--- config.mk ---
export PLATFORM = sky130hd
export DESIGN_NAME = hypergeometric_sequential_sampler_unit
export DESIGN_NICKNAME = d
export VERILOG_FILES = /design/src/design/hgss_pkg.sv /design/src/design/hypergeometric_sequential_sampler_unit.sv
export SDC_FILE = /design/constraint.sdc
export NUM_CORES = 2
export LEC_CHECK = 0
export BUFFER_PORTS_ARGS = -buffer_cell sky130_fd_sc_hd__buf_2
export CAP_MARGIN = 10
export CORE_MARGIN = 2
export CORE_UTILIZATION = 30
export DETAILED_ROUTE_END_ITERATION = 7
export GPL_TIMING_DRIVEN = 1
export SLEW_MARGIN = 15
export SYNTH_ARGS = -nofsm -noshare
export SYNTH_HDL_FRONTEND = slang
export SYNTH_SLANG_ARGS = --single-unit
--- constraint.sdc ---
create_clock -name clk_i -period 18.4 [get_ports clk_i]
set_input_delay 1.84 -clock clk_i [delete_from_list [all_inputs] [get_ports clk_i]]
set_output_delay 1.84 -clock clk_i [all_outputs]
set_load 0.1 [all_outputs]
--- src/design/hgss_pkg.sv ---
// Shared types and constants for the hypergeometric sequential sampler.
// No dependencies; imported by the top level and its port checker.
package hgss_pkg;

  // Default datapath sizing, handed to the top-level parameters.
  localparam int unsigned COUNT_BITS_DEF = 16;
  localparam int unsigned FRAC_BITS_DEF  = 32;

  // Fixed field widths on the stream ports.
  localparam int unsigned MARKED_W   = 16;
  localparam int unsigned UNMARKED_W = 16;
  localparam int unsigned SAMPLE_W   = 17;
  localparam int unsigned UNIFORM_W  = 32;
  localparam int unsigned OUT_W      = 16;

  // Input tdata layout, lowest field first.
  localparam int unsigned MARKED_LSB   = 0;
  localparam int unsigned UNMARKED_LSB = MARKED_LSB + MARKED_W;
  localparam int unsigned SAMPLE_LSB   = UNMARKED_LSB + UNMARKED_W;
  localparam int unsigned UNIFORM_LSB  = SAMPLE_LSB + SAMPLE_W;
  localparam int unsigned IN_FIELDS_W  = UNIFORM_LSB + UNIFORM_W;
  localparam int unsigned IN_TDATA_W   = ((IN_FIELDS_W + 7) / 8) * 8;
  localparam int unsigned OUT_TDATA_W  = ((OUT_W + 7) / 8) * 8;

  // Command carried on tuser.
  typedef enum logic [0:0] {
    CMD_START = 1'b0,
    CMD_DRAW  = 1'b1
  } cmd_e;

endpackage

--- src/design/hypergeometric_sequential_sampler_unit.sv ---
// Hypergeometric sampler by sequential selection: one registered pass per item.
// Depends on hgss_pkg (field widths, tdata layout, command codes).
//
//   channel  | dir | tdata (lsb first)                              | tuser
//   ---------+-----+------------------------------------------------+---------------
//   s_axis   | in  | marked_count[16], unmarked_count[16],          | command[1]
//            |     | sample_size[17], uniform_fraction[32], pad[7]  |
//   m_axis   | out | marked_in_sample[16]                           | -
//
// Unless stalled, one item may be taken each cycle. An accepted
// item sits in the input register until the pass can take it; the multiply-compare and
// counter update then run in a single pass into the sampler state and the result
// register, so a result reaches m_axis through the input and result registers.
// rst_ni clears the handshake flags and the sampler state (idle, no sample).
// A result held in the output register stalls the pass whenever an item waits
// in the input register; s_axis_tready drops only then.
module hypergeometric_sequential_sampler_unit #(
  parameter int unsigned CountBits = hgss_pkg::COUNT_BITS_DEF,
  parameter int unsigned FracBits  = hgss_pkg::FRAC_BITS_DEF
) (
  input  logic                               clk_i,
  input  logic                               rst_ni,
  // marked_count, unmarked_count, sample_size, uniform_fraction, zero pad
  input  logic [hgss_pkg::IN_TDATA_W-1:0]    s_axis_tdata,
  // command
  input  logic [0:0]                         s_axis_tuser,
  input  logic                               s_axis_tvalid,
  output logic                               s_axis_tready,
  // marked_in_sample
  output logic [hgss_pkg::OUT_TDATA_W-1:0]   m_axis_tdata,
  output logic                               m_axis_tvalid,
  input  logic                               m_axis_tready
);
  import hgss_pkg::*;

  localparam int unsigned PopW   = CountBits + 1;
  localparam int unsigned ProdW  = PopW + FracBits;
  localparam int unsigned ShiftR = (FracBits <= UNIFORM_W) ? UNIFORM_W - FracBits : 0;
  localparam int unsigned ShiftL = (FracBits > UNIFORM_W) ? FracBits - UNIFORM_W : 0;
  localparam int unsigned WideW  = UNIFORM_W + ShiftL;

  // ---------------------------------------------------------------- input stage
  logic                  in_valid_q;
  cmd_e                  in_cmd_q;
  logic [MARKED_W-1:0]   in_marked_q;
  logic [UNMARKED_W-1:0] in_unmarked_q;
  logic [SAMPLE_W-1:0]   in_sample_q;
  logic [UNIFORM_W-1:0]  in_uniform_q;

  logic in_xfer, advance, fire;

  // result register
  logic             out_valid_q;
  logic [OUT_W-1:0] out_data_q;

  assign advance       = !out_valid_q || m_axis_tready;
  assign fire          = in_valid_q && advance;
  assign s_axis_tready = !in_valid_q || advance;
  assign in_xfer       = s_axis_tvalid && s_axis_tready;

  always_ff @(posedge clk_i or negedge rst_ni) begin
    if (!rst_ni) begin
      in_valid_q <= 1'b0;
    end else if (in_xfer) begin
      in_valid_q <= 1'b1;
    end else if (fire) begin
      in_valid_q <= 1'b0;
    end
  end

  always_ff @(posedge clk_i) begin
    if (in_xfer) begin
      in_cmd_q      <= cmd_e'(s_axis_tuser);
      in_marked_q   <= s_axis_tdata[MARKED_LSB +: MARKED_W];
      in_unmarked_q <= s_axis_tdata[UNMARKED_LSB +: UNMARKED_W];
      in_sample_q   <= s_axis_tdata[SAMPLE_LSB +: SAMPLE_W];
      in_uniform_q  <= s_axis_tdata[UNIFORM_LSB +: UNIFORM_W];
    end
  end

  // ---------------------------------------------------------------- sampler state
  logic                 busy_q, busy_d;
  logic                 comp_q, comp_d;       // drawing the complement
  logic [CountBits-1:0] mtotal_q, mtotal_d;
  logic [CountBits-1:0] mleft_q, mleft_d;
  logic [PopW-1:0]      pop_q, pop_d;
  logic [CountBits-1:0] found_q, found_d;
  logic [PopW-1:0]      draws_q, draws_d;

  // start decode
  logic [CountBits-1:0] st_m, st_um;
  logic [PopW-1:0]      st_n, st_t, st_tc, st_draws;
  logic                 st_comp;

  assign st_m     = CountBits'(in_marked_q);
  assign st_um    = CountBits'(in_unmarked_q);
  assign st_n     = PopW'(st_m) + PopW'(st_um);
  assign st_t     = PopW'(in_sample_q);
  assign st_tc    = (st_t > st_n) ? st_n : st_t;
  assign st_comp  = !(st_tc < (st_n >> 1));
  assign st_draws = st_comp ? (st_n - st_tc) : st_tc;

  // draw test: pop_left * u < marked_left * 2^FracBits, exact
  logic [WideW-1:0]     u_wide;
  logic [FracBits-1:0]  u_fix;
  logic [ProdW-1:0]     prod, limit;
  logic                 sel;
  logic [CountBits-1:0] found_inc, found_nx;
  logic [PopW-1:0]      draws_dec;

  assign u_wide    = WideW'(in_uniform_q) << ShiftL;
  assign u_fix     = FracBits'(u_wide >> ShiftR);
  assign prod      = ProdW'(pop_q) * ProdW'(u_fix);
  assign limit     = ProdW'(mleft_q) << FracBits;
  assign sel       = (pop_q != '0) && (prod < limit);
  assign found_inc = found_q + CountBits'(1);
  assign found_nx  = sel ? found_inc : found_q;
  assign draws_dec = draws_q - PopW'(1);

  logic             res_valid;
  logic [OUT_W-1:0] res_data;

  always_comb begin
    busy_d    = busy_q;
    comp_d    = comp_q;
    mtotal_d  = mtotal_q;
    mleft_d   = mleft_q;
    pop_d     = pop_q;
    found_d   = found_q;
    draws_d   = draws_q;
    res_valid = 1'b0;
    res_data  = '0;
    if (fire) begin
      if (in_cmd_q == CMD_START) begin
        // a start always drops whatever sample was running
        comp_d   = st_comp;
        mtotal_d = st_m;
        mleft_d  = st_m;
        pop_d    = st_n;
        found_d  = '0;
        draws_d  = st_draws;
        if (st_draws == '0) begin
          busy_d    = 1'b0;
          res_valid = 1'b1;
          res_data  = st_comp ? OUT_W'(st_m) : '0;
        end else begin
          busy_d = 1'b1;
        end
      end else if (busy_q) begin
        found_d = found_nx;
        if (sel && (found_inc == mtotal_q)) begin
          // last marked member found: finish early
          busy_d    = 1'b0;
          res_valid = 1'b1;
          res_data  = comp_q ? '0 : OUT_W'(found_inc);
        end else begin
          if (sel) begin
            mleft_d = mleft_q - CountBits'(1);
          end
          pop_d   = pop_q - PopW'(1);
          draws_d = draws_dec;
          if (draws_dec == '0) begin
            busy_d    = 1'b0;
            res_valid = 1'b1;
            res_data  = comp_q ? OUT_W'(mtotal_q - found_nx) : OUT_W'(found_nx);
          end
        end
      end
    end
  end

  always_ff @(posedge clk_i or negedge rst_ni) begin
    if (!rst_ni) begin
      busy_q   <= 1'b0;
      comp_q   <= 1'b0;
      mtotal_q <= '0;
      mleft_q  <= '0;
      pop_q    <= '0;
      found_q  <= '0;
      draws_q  <= '0;
    end else begin
      busy_q   <= busy_d;
      comp_q   <= comp_d;
      mtotal_q <= mtotal_d;
      mleft_q  <= mleft_d;
      pop_q    <= pop_d;
      found_q  <= found_d;
      draws_q  <= draws_d;
    end
  end

  // ---------------------------------------------------------------- result register
  always_ff @(posedge clk_i or negedge rst_ni) begin
    if (!rst_ni) begin
      out_valid_q <= 1'b0;
    end else if (advance) begin
      out_valid_q <= res_valid;
    end
  end

  always_ff @(posedge clk_i) begin
    if (advance && res_valid) begin
      out_data_q <= res_data;
    end
  end

  assign m_axis_tvalid = out_valid_q;
  assign m_axis_tdata  = OUT_TDATA_W'(out_data_q);

endmodule

After elaboration in Yosys (flattened, before gate mapping)
Index checks and enable logic that the tools add are counted.
- add/subtract/negate cells: 7
- reduce and logical (&&, ||, !) cells: 18
- multipliers: 1
- muxes and demuxes: 36
- order comparisons: 3
- equal/unequal tests: 4
- bitwise operators: 1
- operators with widths (cell ; count):
    two-way mux 16 bit ; 15
    two-way mux 17 bit ; 8
    < comparator 49 x 48 -> 1 bit ; 1
    multiplier 17 x 32 -> 49 bit ; 1
    zero test 17 bit ; 2
    subtractor 17 x 1 -> 17 bit, second input constant ; 2
    adder 16 x 16 -> 17 bit ; 1
    greater-than comparator 17 bit ; 1
    < comparator 17 x 16 -> 1 bit ; 1
    nonzero test 17 bit ; 1
    subtractor 17 bit ; 1
    adder 16 x 1 -> 16 bit, second input constant ; 1
    == test 16 bit ; 1
    subtractor 16 x 1 -> 16 bit, second input constant ; 1
    subtractor 16 bit ; 1
    two-way mux 1 bit ; 13
    logical AND 1 bit ; 5
    != test 2 x 1 -> 1 bit, second input constant ; 2
    AND reduction 2 bit ; 2
    AND reduction 4 bit ; 1
    zero test 1 bit ; 3
    AND reduction 3 bit ; 1
    logical OR 1 bit ; 2
    != test 2 bit, second input constant ; 1
    other kinds (2) ; 2
- word-level logic and storage cells: 85
- output and inout port bits: 18
- register bits after elaboration: 184

Longest topological paths before layout
- depth in word-level cells: 10
- mapped depth: 51
- depth with buffers taken out: 47

Worst setup path before layout
No wires, ideal clock.
- path type: reg-to-reg
- start point: register in_uniform_q[29]
- end point: register out_data_q[15], in the netlist m_axis_tdata[15], data pin
- setup time: 0.146 ns
- buffers on the path: 3
- period minus slack after synthesis: 10.575 ns
- arrival time: 10.428 ns
- cell stages (with the launch flop): 47
- setup slack: 7.825 ns
- cell sequence: edfxtp_1 > clkbuf_1 > clkbuf_1 > nand2_1 > fa_1 > inv_1 > fa_1 > inv_1 > fa_1 > inv_1 > fa_1 > fa_1 > inv_1 > fa_1 > inv_1 > ha_1 > a21oi_1 > o21ai_0 > (+11 left out) > o221ai_1 > and4b_1 > o211ai_2 > or2_1 > buf_4 > mux2i_1 > ha_1 > nor2b_1 > o31ai_1 > a211oi_1 > o31ai_2 > o21ai_0 > nor4_1 > a41oi_1 > a211o_1 > a2111oi_1 > o21ai_1 > a21oi_1
- word-level cells in the longest chain between the ends: 10
- ends and longest elaborated chain (what ; RTL line ; RTL):
    start: declaration ; hypergeometric_sequential_sampler_unit.sv:48 ; logic [UNIFORM_W-1:0] in_uniform_q;
    start signal: assignment ; hypergeometric_sequential_sampler_unit.sv:77 ; in_uniform_q <= s_axis_tdata[UNIFORM_LSB +: UNIFORM_W];
    multiplier 17 x 32 -> 49 bit * ; hypergeometric_sequential_sampler_unit.sv:113 ; assign prod = ProdW'(pop_q) * ProdW'(u_fix);
    < comparator 49 x 48 -> 1 bit * ; hypergeometric_sequential_sampler_unit.sv:115 ; assign sel = (pop_q != '0) && (prod < limit);
    logical AND 1 bit * ; hypergeometric_sequential_sampler_unit.sv:115 ;
    two-way mux 16 bit ; hypergeometric_sequential_sampler_unit.sv:117 ; assign found_nx = sel ? found_inc : found_q;
    subtractor 16 bit ; hypergeometric_sequential_sampler_unit.sv:165 ; res_data = comp_q ? OUT_W'(mtotal_q - found_nx) : OUT_W'(found_nx);
    two-way mux 16 bit ; hypergeometric_sequential_sampler_unit.sv:165 ;
    two-way mux 16 bit ; hypergeometric_sequential_sampler_unit.sv:162 ; if (draws_dec == '0) begin
    two-way mux 16 bit * ; hypergeometric_sequential_sampler_unit.sv:151 ; if (sel && (found_inc == mtotal_q)) begin
    two-way mux 16 bit * ; hypergeometric_sequential_sampler_unit.sv:149 ; end else if (busy_q) begin
    two-way mux 16 bit * ; hypergeometric_sequential_sampler_unit.sv:134 ; if (in_cmd_q == CMD_START) begin
    end signal: assignment ; hypergeometric_sequential_sampler_unit.sv:203 ; out_data_q <= res_data;
    end: declaration ; hypergeometric_sequential_sampler_unit.sv:54 ; logic [OUT_W-1:0] out_data_q;
Every way passes the cells marked *; elsewhere a longest branch is shown, timed or not.
A chain may end at the register's enable or synchronous reset.

Final worst setup path
- start point: register pop_q[10]
- end point: register out_data_q[15], in the netlist m_axis_tdata[15], data pin
- word-level cells in the longest chain between the ends: 10
- ends and longest elaborated chain (what ; RTL line ; RTL):
    start: declaration ; hypergeometric_sequential_sampler_unit.sv:86 ; logic [PopW-1:0] pop_q, pop_d;
    start signal: assignment ; hypergeometric_sequential_sampler_unit.sv:186 ; pop_q <= pop_d;
    multiplier 17 x 32 -> 49 bit ; hypergeometric_sequential_sampler_unit.sv:113 ;
    < comparator 49 x 48 -> 1 bit ; hypergeometric_sequential_sampler_unit.sv:115 ;
    logical AND 1 bit * ; hypergeometric_sequential_sampler_unit.sv:115 ;
    two-way mux 16 bit ; hypergeometric_sequential_sampler_unit.sv:117 ;
    subtractor 16 bit ; hypergeometric_sequential_sampler_unit.sv:165 ;
    two-way mux 16 bit ; hypergeometric_sequential_sampler_unit.sv:165 ;
    two-way mux 16 bit ; hypergeometric_sequential_sampler_unit.sv:162 ;
    two-way mux 16 bit * ; hypergeometric_sequential_sampler_unit.sv:151 ;
    two-way mux 16 bit * ; hypergeometric_sequential_sampler_unit.sv:149 ;
    two-way mux 16 bit * ; hypergeometric_sequential_sampler_unit.sv:134 ;
Marked as above.

==> summary.md <==
| Metric | Value |
|---|---|
| Worst r2r path cells | `44` |
| Number of synthesized flops with an enable pin | `98` |
| H-tree levels | `4` |
| Most used DFF post-synth | `edfxtp_1` |
| Final setup TNS | `0 ps` |
| Outcome | `finished clean` |
| Initial DRC Count | `1314` |
| Die area | `99600 um^2` |
| Die Height | `316 um` |
| CP Launch Type | `register` |
| Worst Hold End | `mtotal_q[9]` |
| Global Route Usage Sum | `0.167` |
| CTS Buf Count | `17` |
| Chip Width | `316 um` |
| Crit-path max FO | `26` |
| DR WL/cell | `17.7 um` |
| RSZ-0062 raised after global routing | `no` |
| CTS tree | `done` |
| Netlist cell types | `103` |
| Arrival time worst endpoint | `13650 ps` |
| Maxcap violations | `0` |
| Grt total ovfl | `0` |
| Final Cycle Share | `0.725` |
| Via count | `22.5k` |
| Max Clock Freq | `75.0 MHz` |
| Max Slew Vio Count | `0` |
| Post-CTS Hold Fix Bufs | `0` |
| WHS Path Cells | `2` |
| Starting Density | `0.302` |
| Post-route DRC | `0` |
| Register bit total from synthesis | `184` |
| Ys async rst share | `0.467` |
| Dpl hpwl | `60200 um` |
| Std cell rows | `114` |
| RR Startpoint | `pop_q[10]` |
| Clock tree sinks | `184` |
| Leading area contributor after synthesis | `fa_1` |
| Post-CTS resize count | `0` |
| Finished Core Util | `0.326` |
| Critical path type | `register to register` |
| Largest net degree at the start of global routing | `69` |
| Clk root buf | `clkbuf_16` |
| Slowest cell on the critical path | `dfrtp_1` |
| Reg-to-reg slack, setup | `5060 ps` |
| Vias in the first global route | `23.2k` |
| Port bufs | `103` |
| Share of cells above drive strength 1 | `0.0695` |
| Post-synthesis net count | `4045` |
| Post CTS Setup Buffer Count | `0` |
| CP required | `18710 ps` |
| Ports | `111` |
| Syn_area_per_cell | `8.88 um^2` |
| Critical R2R Capture | `m_axis_tdata[15]` |
| Seq/Total Area, Yosys | `0.175` |
| Worst Hold Class | `register to register` |
| Clock-pin slew on the worst setup and hold paths | `80 ps` |
| Fin crit period | `13340 ps` |
| Max stage delay on crit path | `790 ps` |
| Post-route ant nets | `0` |
| Initial antenna violation count | `0` |
| Fillcell total | `10.2k` |
| Hold violation total from the final report | `0` |
| Synth top area share | `0.309` |
| Clk Latency, worst-skew pair | `530 ps` |
| Most frequent CP cell | `fa_1` |
| Worst Setup End Kind | `register` |
| Vias per cell | `4.94` |
| Slew HR | `0.325` |
| Synth area leaders | `fa_1, edfxtp_1, ha_1, inv_1, dfrtp_1` |
| DP Area | `30800 um^2` |
| Worst Skew | `23.8 ps` |
| Post-Synthesis Cells | `3281` |
| Synth warnings | `0` |
| Top cells by count, synth | `inv_1, nand2_1, fa_1` |
| Worst-Margin Slew | `1010 ps` |
| Drt first pass iters | `5` |
| Placer Congestion | `0.896` |
| First-pass GRT wire length | `129000 um` |
| Detailed Route WL | `80600 um` |
| Worst hold start | `mtotal_q[9]` |
| Final Cell Area | `31400 um^2` |
| Most numerous cell in the Yosys netlist | `inv_1` |
| Nets | `4031` |
| Synthesized cell area | `29100 um^2` |
| Finish-stage setup viols | `0` |
| Synthesis-to-finish area growth | `7.88%` |
| Clk buf depth | `2` |
| Core region area | `96400 um^2` |
-- cells in the final DEF, fill, tap and decap left out, drive strengths merged, types with 86 or more instances in the layout --
| cell type | netlist | final |
|---|---|---|
| edfxtp | 98 | 98 |
| inv | 621 | 629 |
| buf | 36 | 136 |
| and2 | 184 | 184 |
| a21oi | 117 | 117 |
| nand2 | 524 | 524 |
| ha | 221 | 221 |
| fa | 450 | 450 |
| nor2 | 95 | 95 |
| o21ai | 115 | 115 |
| dfrtp | 86 | 86 |
-- flip-flops by register name, summed over array words and instances, names as in the netlist, 16 cells and up --
register,count
in_uniform_q,32
draws_q,17
in_sample_q,17
pop_q,17
found_q,16
in_marked_q,16
in_unmarked_q,16
m_axis_tdata,16
mleft_q,16
mtotal_q,16
-- critical path: cells and delay by family, from the launching register on --
| family | cells | cell delay [ps] |
|---|---|---|
| compound gates | 18 | 5290 |
| xor+xnor | 1 | 150 |
| fa+ha+maj | 9 | 3750 |
| buf+inv | 7 | 1020 |
| flops | 1 | 790 |
| mux | 1 | 330 |
| simple gates | 8 | 1760 |
-- layout make-up --
class / count / area, um^2 / share of cell area
diodes: 1 / 2.50 / 0.0000796
clock buffers: 17 / 425 / 0.0135
clock inverters: 15 / 190 / 0.00605
inverters: 622 / 2330 / 0.0743
multi-input cells: 2306 / 21000 / 0.668
flip-flops and latches: 184 / 5100 / 0.162
well taps: 1276 / 1600 / 0.0508
repair buffers: 136 / 766 / 0.0244
-- worst max-delay path by stage --
stage                     start          endpoint  cells after the start
2_1_floorplan  in_uniform_q[29]  m_axis_tdata[15]                     46
3_3_place_gp          pop_q[10]  m_axis_tdata[15]                     44
3_5_place_dp           pop_q[2]  m_axis_tdata[15]                     41
4_1_cts                pop_q[2]  m_axis_tdata[15]                     41
5_1_grt               pop_q[10]  m_axis_tdata[15]                     44
6_report              pop_q[10]  m_axis_tdata[15]                     44
-- kinds of logic after synthesis --
family,Yosys count,share of synthesized area
xor gates and xnor gates,89,0.0273
buffers and inverters,791,0.105
and+or+nand+nor,1071,0.179
AOI/OAI and AO/OA,460,0.105
muxes,15,0.00528
DFF,184,0.175
adders and majority gates,671,0.404
-- layer usage --
layer	up-vias	track usage	share of wire
met2	605	0.283	0.49
li1	10400	-	-
met5	-	0	0
met1	11300	0.219	0.44
met3	129	0.0196	0.047
met4	0	0.0589	0.028
-- through the flow --
step / std cells / hold slack (ps) / setup slack [ps]
global placement: 4524 / 525 / 5140
detailed placement: 4524 / 530 / 5140
CTS: 4556 / 553 / 5070
global route: 4556 / 570 / 4210
floorplan: 3281 / 484 / 7830
finish: 4557 / 551 / 5060
Power is not shown: default switching activity piles up to over one toggle a cycle in this logic, so the estimate is an artifact.
